`src/hdl/console_line_editor_core_defines.svh`:
```
// assertion macros for the console line editor
// used by console_line_editor_core, no other dependencies
`ifndef CONSOLE_LINE_EDITOR_CORE_DEFINES_SVH
`define CONSOLE_LINE_EDITOR_CORE_DEFINES_SVH

// same-cycle implication, checked outside reset
`define CLE_ASSERT_IMPLY(label, clk, rst, ante, cons) \
   label: assert property (@(posedge clk) disable iff (rst) (ante) |-> (cons)) \
      else $error("cle assertion failed");

// next-cycle implication, checked outside reset
`define CLE_ASSERT_NEXT(label, clk, rst, ante, cons) \
   label: assert property (@(posedge clk) disable iff (rst) (ante) |=> (cons)) \
      else $error("cle assertion failed");

`endif

```
`src/hdl/cle_pkg.sv`:
```
// types and constants of the console line editor
// no dependencies
package cle_pkg;

   localparam int RING_DEPTH = 128;                  // power of two, 4 to 4096
   localparam int ADDR_W     = $clog2(RING_DEPTH);
   localparam int PTR_W      = ADDR_W + 1;           // pointers wrap at twice the depth

   localparam logic KIND_KEY  = 1'b0;
   localparam logic KIND_READ = 1'b1;

   localparam logic [7:0] CHAR_NUL = 8'h00;
   localparam logic [7:0] CHAR_EOT = 8'h04;
   localparam logic [7:0] CHAR_BS  = 8'h08;
   localparam logic [7:0] CHAR_LF  = 8'h0a;
   localparam logic [7:0] CHAR_CR  = 8'h0d;
   localparam logic [7:0] CHAR_SP  = 8'h20;
   localparam logic [7:0] CHAR_DEL = 8'h7f;

   localparam logic [2:0] RD_BYTE     = 3'd0;
   localparam logic [2:0] RD_NEWLINE  = 3'd1;
   localparam logic [2:0] RD_EOF_USED = 3'd2;
   localparam logic [2:0] RD_EOF_KEPT = 3'd3;
   localparam logic [2:0] RD_EMPTY    = 3'd4;

   typedef struct packed {
      logic       kind;
      logic [7:0] char_in;
      logic       read_started;
   } item_type;

   typedef struct packed {
      logic       echo_valid;
      logic [7:0] echo_byte;
      logic       line_ready;
      logic       read_valid;
      logic [7:0] read_byte;
      logic [2:0] read_status;
      logic       last;
   } result_type;

   typedef struct packed {
      logic       load;
      logic       backspace;
      result_type result;
   } emit_type;

   typedef struct packed {
      logic              en;
      logic [ADDR_W-1:0] addr;
      logic [7:0]        data;
   } ram_wr_type;

   typedef struct packed {
      logic [PTR_W-1:0] read_ptr;
      logic [PTR_W-1:0] commit_ptr;
      logic [PTR_W-1:0] edit_ptr;
   } ptrs_type;

endpackage

```
`src/hdl/cle_req_if.sv`:
```
// request channel interface of the console line editor
// depends on nothing but plain logic types
interface cle_req_if;
   logic       valid;
   logic       ready;
   logic       kind;
   logic [7:0] char_in;
   logic       read_started;

   modport source (output valid, kind, char_in, read_started, input ready);
   modport sink   (input valid, kind, char_in, read_started, output ready);
endinterface

```
`src/hdl/cle_rsp_if.sv`:
```
// response channel interface of the console line editor
// depends on nothing but plain logic types
interface cle_rsp_if;
   logic       valid;
   logic       ready;
   logic       echo_valid;
   logic [7:0] echo_byte;
   logic       line_ready;
   logic       read_valid;
   logic [7:0] read_byte;
   logic [2:0] read_status;
   logic       last;

   modport source (output valid, echo_valid, echo_byte, line_ready, read_valid, read_byte,
                   read_status, last, input ready);
   modport sink   (input valid, echo_valid, echo_byte, line_ready, read_valid, read_byte,
                   read_status, last, output ready);
endinterface

```
`src/hdl/cle_line_ram.sv`:
```
// byte ring storage with one write port and a registered head read
// depends on cle_pkg
module cle_line_ram (
   input  logic                      clock,
   input  cle_pkg::ram_wr_type       wr,
   input  logic [cle_pkg::ADDR_W-1:0] rd_addr,
   output logic [7:0]                rd_data
);

   logic [7:0] mem [cle_pkg::RING_DEPTH];
   logic [7:0] rd_data_ff;

   always_ff @(posedge clock) begin
      if (wr.en) begin
         mem[wr.addr] <= wr.data;
      end
      // write-first on the same entry
      if (wr.en && (wr.addr == rd_addr)) begin
         rd_data_ff <= wr.data;
      end else begin
         rd_data_ff <= mem[rd_addr];
      end
   end

   assign rd_data = rd_data_ff;

endmodule

```
`src/hdl/cle_edit_core.sv`:
```
// pointer state and per-item edit, commit and read logic
// depends on cle_pkg
module cle_edit_core (
   input  logic                       clock,
   input  logic                       reset,
   input  logic                       fire,
   input  cle_pkg::item_type          item,
   input  logic [7:0]                 head_byte,
   output cle_pkg::ram_wr_type        wr,
   output logic [cle_pkg::ADDR_W-1:0] rd_addr,
   output cle_pkg::emit_type          emit,
   output cle_pkg::ptrs_type          ptrs
);

   cle_pkg::ptrs_type            ptrs_ff;
   cle_pkg::ptrs_type            ptrs_in;
   logic [7:0]                   ch;
   logic [cle_pkg::PTR_W-1:0]    fill;
   logic                         commit_now;

   always_comb begin
      ptrs_in    = ptrs_ff;
      wr         = '0;
      emit       = '0;
      commit_now = 1'b0;
      ch   = (item.char_in == cle_pkg::CHAR_CR) ? cle_pkg::CHAR_LF : item.char_in;
      fill = ptrs_ff.edit_ptr - ptrs_ff.read_ptr;
      if (fire) begin
         if (item.kind == cle_pkg::KIND_KEY) begin
            if ((ch == cle_pkg::CHAR_BS) || (ch == cle_pkg::CHAR_DEL)) begin
               if (ptrs_ff.edit_ptr != ptrs_ff.commit_ptr) begin
                  ptrs_in.edit_ptr            = ptrs_ff.edit_ptr - cle_pkg::PTR_W'(1);
                  emit.load                   = 1'b1;
                  emit.backspace              = 1'b1;
                  emit.result.echo_valid      = 1'b1;
                  emit.result.echo_byte       = cle_pkg::CHAR_BS;
               end
            end else if ((ch != cle_pkg::CHAR_NUL) && !fill[cle_pkg::PTR_W-1]) begin
               wr.en   = 1'b1;
               wr.addr = ptrs_ff.edit_ptr[cle_pkg::ADDR_W-1:0];
               wr.data = ch;
               ptrs_in.edit_ptr = ptrs_ff.edit_ptr + cle_pkg::PTR_W'(1);
               commit_now = (ch == cle_pkg::CHAR_LF) ||
                            (fill == cle_pkg::PTR_W'(cle_pkg::RING_DEPTH - 1));
               if (commit_now) begin
                  ptrs_in.commit_ptr = ptrs_in.edit_ptr;
               end
               emit.load              = 1'b1;
               emit.result.echo_valid = 1'b1;
               emit.result.echo_byte  = ch;
               emit.result.line_ready = commit_now;
               emit.result.last       = 1'b1;
            end
         end else begin
            emit.load              = 1'b1;
            emit.result.read_valid = 1'b1;
            emit.result.last       = 1'b1;
            if (ptrs_ff.read_ptr == ptrs_ff.commit_ptr) begin
               emit.result.read_status = cle_pkg::RD_EMPTY;
            end else if (head_byte == cle_pkg::CHAR_EOT) begin
               if (item.read_started) begin
                  emit.result.read_status = cle_pkg::RD_EOF_KEPT;
               end else begin
                  ptrs_in.read_ptr        = ptrs_ff.read_ptr + cle_pkg::PTR_W'(1);
                  emit.result.read_status = cle_pkg::RD_EOF_USED;
               end
            end else begin
               ptrs_in.read_ptr        = ptrs_ff.read_ptr + cle_pkg::PTR_W'(1);
               emit.result.read_byte   = head_byte;
               emit.result.read_status = (head_byte == cle_pkg::CHAR_LF) ?
                                         cle_pkg::RD_NEWLINE : cle_pkg::RD_BYTE;
            end
         end
      end
   end

   always_ff @(posedge clock) begin
      if (reset) begin
         ptrs_ff <= '0;
      end else begin
         ptrs_ff <= ptrs_in;
      end
   end

   assign rd_addr = ptrs_in.read_ptr[cle_pkg::ADDR_W-1:0];
   assign ptrs    = ptrs_ff;

endmodule

```
`src/hdl/cle_rsp_stage.sv`:
```
// result register with the backspace, space, backspace echo sequencer
// depends on cle_pkg and cle_rsp_if
module cle_rsp_stage (
   input  logic              clock,
   input  logic              reset,
   input  cle_pkg::emit_type emit,
   output logic              free,
   cle_rsp_if.source         rsp_chan
);

   localparam logic [1:0] PH_IDLE  = 2'd0;
   localparam logic [1:0] PH_SPACE = 2'd1;
   localparam logic [1:0] PH_TAIL  = 2'd2;

   logic                 valid_ff;
   logic                 valid_in;
   logic [1:0]           phase_ff;
   logic [1:0]           phase_in;
   cle_pkg::result_type  res_ff;
   cle_pkg::result_type  res_in;

   assign free = !valid_ff || (rsp_chan.ready && res_ff.last);

   always_comb begin
      valid_in = valid_ff;
      phase_in = phase_ff;
      res_in   = res_ff;
      if (free) begin
         valid_in = emit.load;
         res_in   = emit.result;
         phase_in = emit.backspace ? PH_SPACE : PH_IDLE;
      end else if (rsp_chan.ready) begin
         case (phase_ff)
            PH_SPACE: begin
               res_in.echo_byte = cle_pkg::CHAR_SP;
               phase_in         = PH_TAIL;
            end
            PH_TAIL: begin
               res_in.echo_byte = cle_pkg::CHAR_BS;
               res_in.last      = 1'b1;
               phase_in         = PH_IDLE;
            end
            default: begin
               phase_in = PH_IDLE;
            end
         endcase
      end
   end

   always_ff @(posedge clock) begin
      if (reset) begin
         valid_ff <= 1'b0;
         phase_ff <= PH_IDLE;
      end else begin
         valid_ff <= valid_in;
         phase_ff <= phase_in;
      end
      res_ff <= res_in;
   end

   assign rsp_chan.valid       = valid_ff;
   assign rsp_chan.echo_valid  = res_ff.echo_valid;
   assign rsp_chan.echo_byte   = res_ff.echo_byte;
   assign rsp_chan.line_ready  = res_ff.line_ready;
   assign rsp_chan.read_valid  = res_ff.read_valid;
   assign rsp_chan.read_byte   = res_ff.read_byte;
   assign rsp_chan.read_status = res_ff.read_status;
   assign rsp_chan.last        = res_ff.last;

endmodule

```
`src/hdl/console_line_editor_core.sv`:
```
// console line editor: canonical line buffer over a byte ring
// depends on cle_pkg, cle_req_if, cle_rsp_if, cle_line_ram, cle_edit_core,
// cle_rsp_stage and console_line_editor_core_defines.svh
//
// req_chan carries key bytes (kind 0) and read requests (kind 1); rsp_chan
// returns echo bytes, line_ready and read answers, last marking the final
// result of an item. An accepted item is held in the input register until the
// result register is free, is processed there and its first result is
// registered in the result register, which drives rsp_chan.valid. One item
// per cycle is taken while results drain; a backspace holds the result
// register for three transfers, every other item that answers for one, and
// dropped bytes for none. The ring head is prefetched from the storage every
// cycle, so back-to-back reads see the updated head.
// Reset empties the ring (all three pointers to zero) and clears both valid
// flags; stored bytes are left as they are. When the receiver stalls, the
// result register holds and the input register fills, then req_chan.ready
// drops until the pending result is taken.
`include "console_line_editor_core_defines.svh"
module console_line_editor_core (
   input  logic       clock,
   input  logic       reset,
   cle_req_if.sink    req_chan,
   cle_rsp_if.source  rsp_chan
);

   logic                       in_valid_ff;
   logic                       in_valid_in;
   cle_pkg::item_type          item_ff;
   cle_pkg::item_type          item_in;
   logic                       fire;
   logic                       out_free;
   logic [7:0]                 head_byte;
   logic [cle_pkg::ADDR_W-1:0] rd_addr;
   cle_pkg::ram_wr_type        ram_wr;
   cle_pkg::emit_type          emit;
   cle_pkg::ptrs_type          ptrs;
   logic [cle_pkg::PTR_W-1:0]  fill;
   logic [cle_pkg::PTR_W-1:0]  committed;

   assign fire           = in_valid_ff && out_free;
   assign req_chan.ready = !in_valid_ff || fire;

   always_comb begin
      in_valid_in = in_valid_ff;
      item_in     = item_ff;
      if (req_chan.ready) begin
         in_valid_in          = req_chan.valid;
         item_in.kind         = req_chan.kind;
         item_in.char_in      = req_chan.char_in;
         item_in.read_started = req_chan.read_started;
      end
   end

   always_ff @(posedge clock) begin
      if (reset) begin
         in_valid_ff <= 1'b0;
      end else begin
         in_valid_ff <= in_valid_in;
      end
      item_ff <= item_in;
   end

   cle_line_ram u_ram (
      .clock   (clock),
      .wr      (ram_wr),
      .rd_addr (rd_addr),
      .rd_data (head_byte)
   );

   cle_edit_core u_core (
      .clock     (clock),
      .reset     (reset),
      .fire      (fire),
      .item      (item_ff),
      .head_byte (head_byte),
      .wr        (ram_wr),
      .rd_addr   (rd_addr),
      .emit      (emit),
      .ptrs      (ptrs)
   );

   cle_rsp_stage u_rsp (
      .clock    (clock),
      .reset    (reset),
      .emit     (emit),
      .free     (out_free),
      .rsp_chan (rsp_chan)
   );

   assign fill      = ptrs.edit_ptr - ptrs.read_ptr;
   assign committed = ptrs.commit_ptr - ptrs.read_ptr;

   `CLE_ASSERT_IMPLY(a_fill_bound, clock, reset, 1'b1, fill <= cle_pkg::PTR_W'(cle_pkg::RING_DEPTH))
   `CLE_ASSERT_IMPLY(a_commit_order, clock, reset, 1'b1, committed <= fill)
   `CLE_ASSERT_NEXT(a_seq_continues, clock, reset, rsp_chan.valid && !rsp_chan.last, rsp_chan.valid)
   `CLE_ASSERT_IMPLY(a_write_in_ring, clock, reset, ram_wr.en, !fill[cle_pkg::PTR_W-1])

endmodule
```
`src/flat_wrapper.sv`:
```
// flat-port wrapper written by rule: the top's interface ports become plain ports
module console_line_editor_core_flat 
  (clock, reset, req_chan_valid, req_chan_kind, req_chan_char_in, req_chan_read_started, req_chan_ready, rsp_chan_valid, rsp_chan_echo_valid, rsp_chan_echo_byte, rsp_chan_line_ready, rsp_chan_read_valid, rsp_chan_read_byte, rsp_chan_read_status, rsp_chan_last, rsp_chan_ready);
  cle_req_if req_chan_i ();
  cle_rsp_if rsp_chan_i ();
  input  logic clock;
  input  logic reset;
  input wire logic [$bits(req_chan_i.valid)-1:0] req_chan_valid;
  input wire logic [$bits(req_chan_i.kind)-1:0] req_chan_kind;
  input wire logic [$bits(req_chan_i.char_in)-1:0] req_chan_char_in;
  input wire logic [$bits(req_chan_i.read_started)-1:0] req_chan_read_started;
  output wire logic [$bits(req_chan_i.ready)-1:0] req_chan_ready;
  output wire logic [$bits(rsp_chan_i.valid)-1:0] rsp_chan_valid;
  output wire logic [$bits(rsp_chan_i.echo_valid)-1:0] rsp_chan_echo_valid;
  output wire logic [$bits(rsp_chan_i.echo_byte)-1:0] rsp_chan_echo_byte;
  output wire logic [$bits(rsp_chan_i.line_ready)-1:0] rsp_chan_line_ready;
  output wire logic [$bits(rsp_chan_i.read_valid)-1:0] rsp_chan_read_valid;
  output wire logic [$bits(rsp_chan_i.read_byte)-1:0] rsp_chan_read_byte;
  output wire logic [$bits(rsp_chan_i.read_status)-1:0] rsp_chan_read_status;
  output wire logic [$bits(rsp_chan_i.last)-1:0] rsp_chan_last;
  input wire logic [$bits(rsp_chan_i.ready)-1:0] rsp_chan_ready;
  assign req_chan_i.valid = req_chan_valid;
  assign req_chan_i.kind = req_chan_kind;
  assign req_chan_i.char_in = req_chan_char_in;
  assign req_chan_i.read_started = req_chan_read_started;
  assign req_chan_ready = req_chan_i.ready;
  assign rsp_chan_valid = rsp_chan_i.valid;
  assign rsp_chan_echo_valid = rsp_chan_i.echo_valid;
  assign rsp_chan_echo_byte = rsp_chan_i.echo_byte;
  assign rsp_chan_line_ready = rsp_chan_i.line_ready;
  assign rsp_chan_read_valid = rsp_chan_i.read_valid;
  assign rsp_chan_read_byte = rsp_chan_i.read_byte;
  assign rsp_chan_read_status = rsp_chan_i.read_status;
  assign rsp_chan_last = rsp_chan_i.last;
  assign rsp_chan_i.ready = rsp_chan_ready;
  console_line_editor_core u_core (.clock(clock), .reset(reset), .req_chan(req_chan_i), .rsp_chan(rsp_chan_i));
endmodule
```
`config.mk`:
```
export PLATFORM = sky130hd
export DESIGN_NAME = console_line_editor_core_flat
export DESIGN_NICKNAME = d
export VERILOG_FILES = /design/src/hdl/cle_pkg.sv /design/src/hdl/cle_req_if.sv /design/src/hdl/cle_rsp_if.sv /design/src/hdl/cle_line_ram.sv /design/src/hdl/cle_edit_core.sv /design/src/hdl/cle_rsp_stage.sv /design/src/hdl/console_line_editor_core.sv /design/src/flat_wrapper.sv
export VERILOG_INCLUDE_DIRS = /design/src /design/src/hdl
export SDC_FILE = /design/constraint.sdc
export NUM_CORES = 1
export LEC_CHECK = 0
export ABC_AREA = 1
export BUFFER_PORTS_ARGS = -buffer_cell sky130_fd_sc_hd__buf_2
export CAP_MARGIN = 20
export CORE_MARGIN = 1
export CORE_UTILIZATION = 30
export CTS_CLUSTER_SIZE = 40
export DETAILED_ROUTE_END_ITERATION = 16
export SETUP_SLACK_MARGIN = 0.1
export SLEW_MARGIN = 15
export SYNTH_ARGS = -nofsm -noshare
export SYNTH_HDL_FRONTEND = slang
export SYNTH_SLANG_ARGS = --single-unit
```
`constraint.sdc`:
```
create_clock -name clock -period 9.28 [get_ports clock]
set_input_delay 1.856 -clock clock [delete_from_list [all_inputs] [get_ports clock]]
set_output_delay 1.856 -clock clock [all_outputs]
set_load 0.02 [all_outputs]
```
==> results of run 1 <==
-- sequential cells by signal, indices dropped and copies added (netlist names), named ones only --
register                           flops
u_core.u_rsp.rsp_chan.read_valid       1
u_core.u_ram.mem                    1024
u_core.u_core.ptrs                    24
u_core.item_ff                        10
u_core.in_valid_ff                     1
u_core.u_rsp.rsp_chan.read_status      3
u_core.u_rsp.rsp_chan.echo_byte        8
u_core.u_rsp.rsp_chan.echo_valid       1
u_core.u_rsp.rsp_chan.read_byte        8
u_core.u_rsp.rsp_chan.last             1
u_core.u_rsp.rsp_chan.line_ready       1
u_core.u_rsp.phase_ff                  2
u_core.u_rsp.rsp_chan.valid            1
-- cell usage after synthesis (all sizes together) --
cell type	count	area share, %
xnor2	8	0.15
buf	210	2.7
edfxtp	1057	70
o221ai	2	0.039
o211ai	1	0.017
or2	3	0.042
nand3	976	11
nor2	187	1.6
nor4	5	0.083
a31oi	3	0.042
o2111ai	1	0.019
nand2	1220	10
a21oi	27	0.32
nor3	11	0.12
o21ai	27	0.30
inv	63	0.53
nand4	13	0.18
clkbuf	30	0.25
a2111oi	1	0.019
a211oi	2	0.033
a221oi	1	0.019
and3	2	0.028
o41ai	1	0.036
dfxtp	35	1.5
fa	1	0.044
ha	12	0.33
o22ai	1	0.014
xor2	15	0.29
clkinv	2	0.017
-- critical path: stages --
cell     delay, ns
buf_2         0.11
nor2_1        0.22
nor2_1        0.11
buf_4         0.22
inv_1         0.10
nand2_1       0.28
buf_2         0.27
-- logic make-up (layout without fill, tap and decap cells) --
logic type / count (synthesis) / in the layout / share of synthesized area, %
xor gates and xnor gates: 23 / 23 / 0.4456
DFF: 1092 / 1092 / 71.75
AOI/OAI and AO/OA: 67 / 67 / 0.8607
adders and majority gates: 13 / 13 / 0.3764
buffers and inverters: 305 / 344 / 3.498
and+or+nand+nor: 2417 / 2417 / 23.07
-- final cells by class --
cell class | count | area share [%]
multi-input combinational | 2520 | 22.25
sequential | 1092 | 64.15
clock buffer | 120 | 5.449
timing repair buffer | 83 | 1.118
tap | 2016 | 4.986
inverter | 65 | 0.5342
clock inverter | 76 | 1.509
-- where the power goes --
group          internal [mW]  switching, mW  total (mW)
combinational          0.106          0.433       0.539
clock                   2.48           1.88        4.36
sequential              5.53         0.0407        5.57
-- routing by layer --
layer  up-vias  GRT usage [%]
met2      1054          23.29
met1     14190          21.17
met3       178          2.196
met5         -              0
li1      13690              -
met4         0          4.813
-- worst max path at each step --
stage	slack (ns)	cells after the start	end	startpoint
floorplan	-0.03	7	u_core.u_ram.mem[0][0]$_DFFE_PP_	rsp_chan_ready
global placement	4.00	10	u_core.u_ram.mem[58][5]$_DFFE_PP_	rsp_chan_ready
detailed placement	3.94	10	u_core.u_ram.mem[34][6]$_DFFE_PP_	rsp_chan_ready
CTS	4.26	7	req_chan_ready	rsp_chan_ready
global route	4.01	17	u_core.u_ram.mem[50][5]$_DFFE_PP_	u_core.u_core.ptrs[0]$_SDFFE_PP0P_
finish	4.26	7	req_chan_ready	rsp_chan_ready
==> results.json, run 1 <==
{
  "skew_ns": 0.03993,
  "maxCapViolCount": 0,
  "multi_input_area_mm2": 0.01126,
  "dr.pass1.iters": 6,
  "critical_path_class": "in -> out",
  "whs_path_depth": 2,
  "drt_iter0_drc": 2982,
  "max_freq_mhz": 199.2,
  "dieWidth_um": 390.2,
  "port-buffer-count": 38,
  "worst_slew_pin_slew_ns": 1.201,
  "rsz0062_at_grt": "no",
  "cts.path.max_buffers": 3,
  "r2r_slack_ns": 4.28,
  "post_cts_buffers": 0,
  "r2r-start": "u_core.u_core.ptrs[0]$_SDFFE_PP0P_",
  "ff_latch_area_mm2": 0.03245,
  "clk_latency_ns": 0.70,
  "syn_inst": 3917,
  "p_leak_nw": 17.34,
  "crit_path_end_kind": "output pin",
  "ctsResizeCount": 0,
  "start_kind": "primary input",
  "synth_area_mm2": 0.04521,
  "via_per_inst": 4.875,
  "syn_to_final_growth_pct": 11.89,
  "start_util_pct": 30.19,
  "final_cell_area_mm2": 0.05059,
  "syn_avg_cell_area_um2": 11.54,
  "ys_warn_count": 0,
  "grt_pass1_wl_um": 174600,
  "hold_buffers": 0,
  "antenna_cells": 0,
  "fp-row-count": 142,
  "period_share_pct": 54.10,
  "cts_tree": "yes",
  "core_area_mm2": 0.1498,
  "ant_nets": 0,
  "crit_fanout": 17,
  "postPlaceCellArea_mm2": 0.04707,
  "drv_slew": 0,
  "cts_root_buf": "clkbuf_16",
  "r2r-end": "u_core.u_ram.mem[34][7]$_DFFE_PP_",
  "fill_cells": 14740,
  "numCtsBuffers": 107,
  "drt-met1-wl_um": 50750,
  "dp_cells": 5776,
  "cts.sinks": 1092,
  "final.setup.tns_ns": 0,
  "routabilityCongestion": 0.8801,
  "final_cell_mix": "1215 x nand2_1, 1057 x edfxtp_1, 971 x nand3_1",
  "synth_seq_cells": 1092,
  "vdd_drop_max_uv": 172.5,
  "outcome": "finished clean",
  "dieArea_mm2": 0.1523,
  "drive_gt1_share_pct": 7.255,
  "drc": 0,
  "h-tree-depth": 3,
  "powerDensity_mw_per_mm2": 207.0,
  "grt_pass1_vias": 28250,
  "wl_met3_um": 8073,
  "max-slew-margin-rel_pct": 19.94,
  "synth_nets": 3944,
  "holdCritStartpoint": "u_core.u_core.ptrs[18]$_SDFF_PP0_",
  "wire_per_inst_um": 19.22,
  "routed.top_layer": "met4",
  "grt_max_degree": 236,
  "grt_overflow": 0,
  "vias": 29110,
  "antenna_found_initial": 0,
  "cts.clk_slew.worst_paths_ns": 0.07,
  "hold_viol_final": 0,
  "worst_ep_required_time_ns": 7.42,
  "ff2ff_path_depth": 17,
  "timing.final.ws_setup_ns": 4.259,
  "fin_cells": 5972,
  "final_util_pct": 33.78,
  "final_nets": 3896,
  "synth_cell_types": 42,
  "layout_commonest_cell": "nand2_1",
  "setup_violations": 0,
  "wl_met2_um": 52750,
  "io_pins": 39,
  "fin_total_pwr_mw": 10.47,
  "die_h_um": 390.2,
  "worstPathArrival_ns": 3.16,
  "finalWirelength_um": 114800,
  "hold_class": "reg -> reg",
  "grt_use_total_pct": 14.89,
  "dp_slack_ns": 3.936,
  "dp.final_hpwl_um": 65600,
  "seq_area_frac_synth_pct": 71.75,
  "whs_ns": 0.4869,
  "fin_crit_ns": 5.021
}
(Power assumes the default switching activity.)
==> inputs of run 2 (changes only) <==
clock period = 4.15 ns   (was 9.28 ns; I/O delays follow)
==> run 2 against run 1 <==
Net effect: die area did not move; flip-flop and latch count did not move; combinational power rose by 150%; non-clock buffer count rose by 144; clock skew fell by 0.010 ns; sequential power rose by 120%; via count rose by 2.4%; critical path type is now reg -> reg; wire length rose by 2.9%; largest cell class unchanged; worst hold slack got worse by 0.17 ns; setup slack got worse by 3.9 ns; critical path depth rose by 11.
==> results.json, run 2 (synthesis gave the netlist of run 1 again) <==
{
  "port-buffer-count": 38,
  "ff_latch_area_mm2": 0.03246,
  "drive_gt1_share_pct": 10.59,
  "vias": 29820,
  "drv_slew": 0,
  "clk_latency_ns": 0.69,
  "routabilityCongestion": 0.9022,
  "dr.pass1.iters": 6,
  "cts_tree": "yes",
  "whs_path_depth": 1,
  "period_share_pct": 91.81,
  "final.setup.tns_ns": 0,
  "max_freq_mhz": 262.5,
  "antenna_cells": 0,
  "die_h_um": 390.2,
  "core_area_mm2": 0.1498,
  "p_leak_nw": 18.14,
  "setup_violations": 0,
  "antenna_found_initial": 1,
  "ff2ff_path_depth": 18,
  "h-tree-depth": 3,
  "cts.sinks": 1092,
  "crit_fanout": 140,
  "hold_class": "in -> reg",
  "dp.final_hpwl_um": 72010,
  "syn_to_final_growth_pct": 14.92,
  "wire_per_inst_um": 19.31,
  "start_kind": "flop",
  "dieWidth_um": 390.2,
  "crit_path_end_kind": "flop",
  "grt_use_total_pct": 15.31,
  "grt.busiest_layer": "met2",
  "ant_nets": 0,
  "vdd_drop_max_uv": 323.7,
  "worst_ep_required_time_ns": 4.72,
  "rsz0062_at_grt": "yes",
  "via_per_inst": 4.877,
  "grt_overflow": 0,
  "fill_cells": 14620,
  "ctsResizeCount": 0,
  "grtUsageMet1_pct": 21.18,
  "grt_util_met2_pct": 24.58,
  "fin_crit_ns": 3.810,
  "cts_root_buf": "clkbuf_16",
  "grt_pass1_wl_um": 179000,
  "fin_total_pwr_mw": 23.22,
  "grt_max_degree": 141,
  "layout_commonest_cell": "nand2_1",
  "final_cell_mix": "1215 x nand2_1, 1057 x edfxtp_1, 971 x nand3_1",
  "max_flop_register": "u_core.u_ram.mem",
  "maxCapViolCount": 0,
  "dieArea_mm2": 0.1523,
  "fp-row-count": 142,
  "hold_buffers": 0,
  "critical_path_class": "reg -> reg",
  "grt_pass1_vias": 28760,
  "whs_ns": 0.3158,
  "hold_viol_final": 0,
  "drc": 0,
  "io_pins": 39,
  "multi_input_area_mm2": 0.01129,
  "max-slew-margin-rel_pct": 36.83,
  "globalRouteMet3Util_pct": 2.514,
  "cts.clk_slew.worst_paths_ns": 0.06,
  "final_nets": 4039,
  "skew_ns": 0.02964,
  "powerDensity_mw_per_mm2": 446.8,
  "finalWirelength_um": 118100,
  "worstPathArrival_ns": 4.38,
  "start_util_pct": 30.19,
  "drt_iter0_drc": 2983,
  "largest_register_ffs": 1024,
  "worst_slew_pin_slew_ns": 0.9455,
  "numCtsBuffers": 106,
  "outcome": "finished clean",
  "cts.path.max_buffers": 3,
  "post_cts_buffers": 0
}
## run 2: cell type report
class | instances | area share [%]
clock inverter | 68 | 1.185
sequential | 1092 | 62.47
clock buffer | 126 | 5.290
tap | 2016 | 4.855
inverter | 65 | 0.5298
timing repair buffer | 227 | 3.940
multi-input combinational | 2520 | 21.73
## run 2: path summary, 6_finish.rpt
path                                startpoint  slack, ns                           to
max                                       flop       0.34                         flop
min                        req_chan_char_in[0]       0.32  u_core.item_ff[1]$_DFFE_PP_
max reg2reg                               flop       0.34                         flop
min reg2reg  u_core.u_core.ptrs[18]$_SDFF_PP0_       0.49                         flop
## run 2: per-layer routing
metal,vias to the layer above,routed length [um]
met1,14570,51510
met5,-,14
met2,1089,54960
li1,13970,-
met4,2,3073
met3,182,8528
## run 2: worst max-delay path, stage by stage (launching register included)
cell and delay (ns):
dfxtp_4 0.63, inv_16 0.23, buf_12 0.36, nand2_1 0.09, nand3_1 0.07, nand3_1 0.14, nand3_1 0.08, nand2_1 0.18
nand2_1 0.08, nand3_1 0.12, nand3_1 0.22, nand2_1 0.31, nand2_1 0.10, nor2_2 0.15, nand3_2 0.29, nand2_1 0.19
nand2_1 0.06, o21ai_0 0.10, inv_1 0.06
## run 2: metrics by stage
stage	utilization (%)	instances	worst slack, ns	cell area [um^2]
2_1_floorplan	-	3917	0.1030	45330
3_3_place_gp	32.44	5920	0.4050	48590
3_5_place_dp	32.44	5920	0.3668	48590
4_1_cts	34.69	6114	0.4447	51960
5_1_grt	34.69	6114	0.07712	51960
6_report	34.69	6114	0.3401	51960
## run 2: power by group
part           leakage, nW  switching, mW  internal, mW
clock network         1.64           4.14          5.29
logic                 7.02           1.01         0.324
registers             9.47         0.0818          12.4
total                 18.1           5.23          18.0
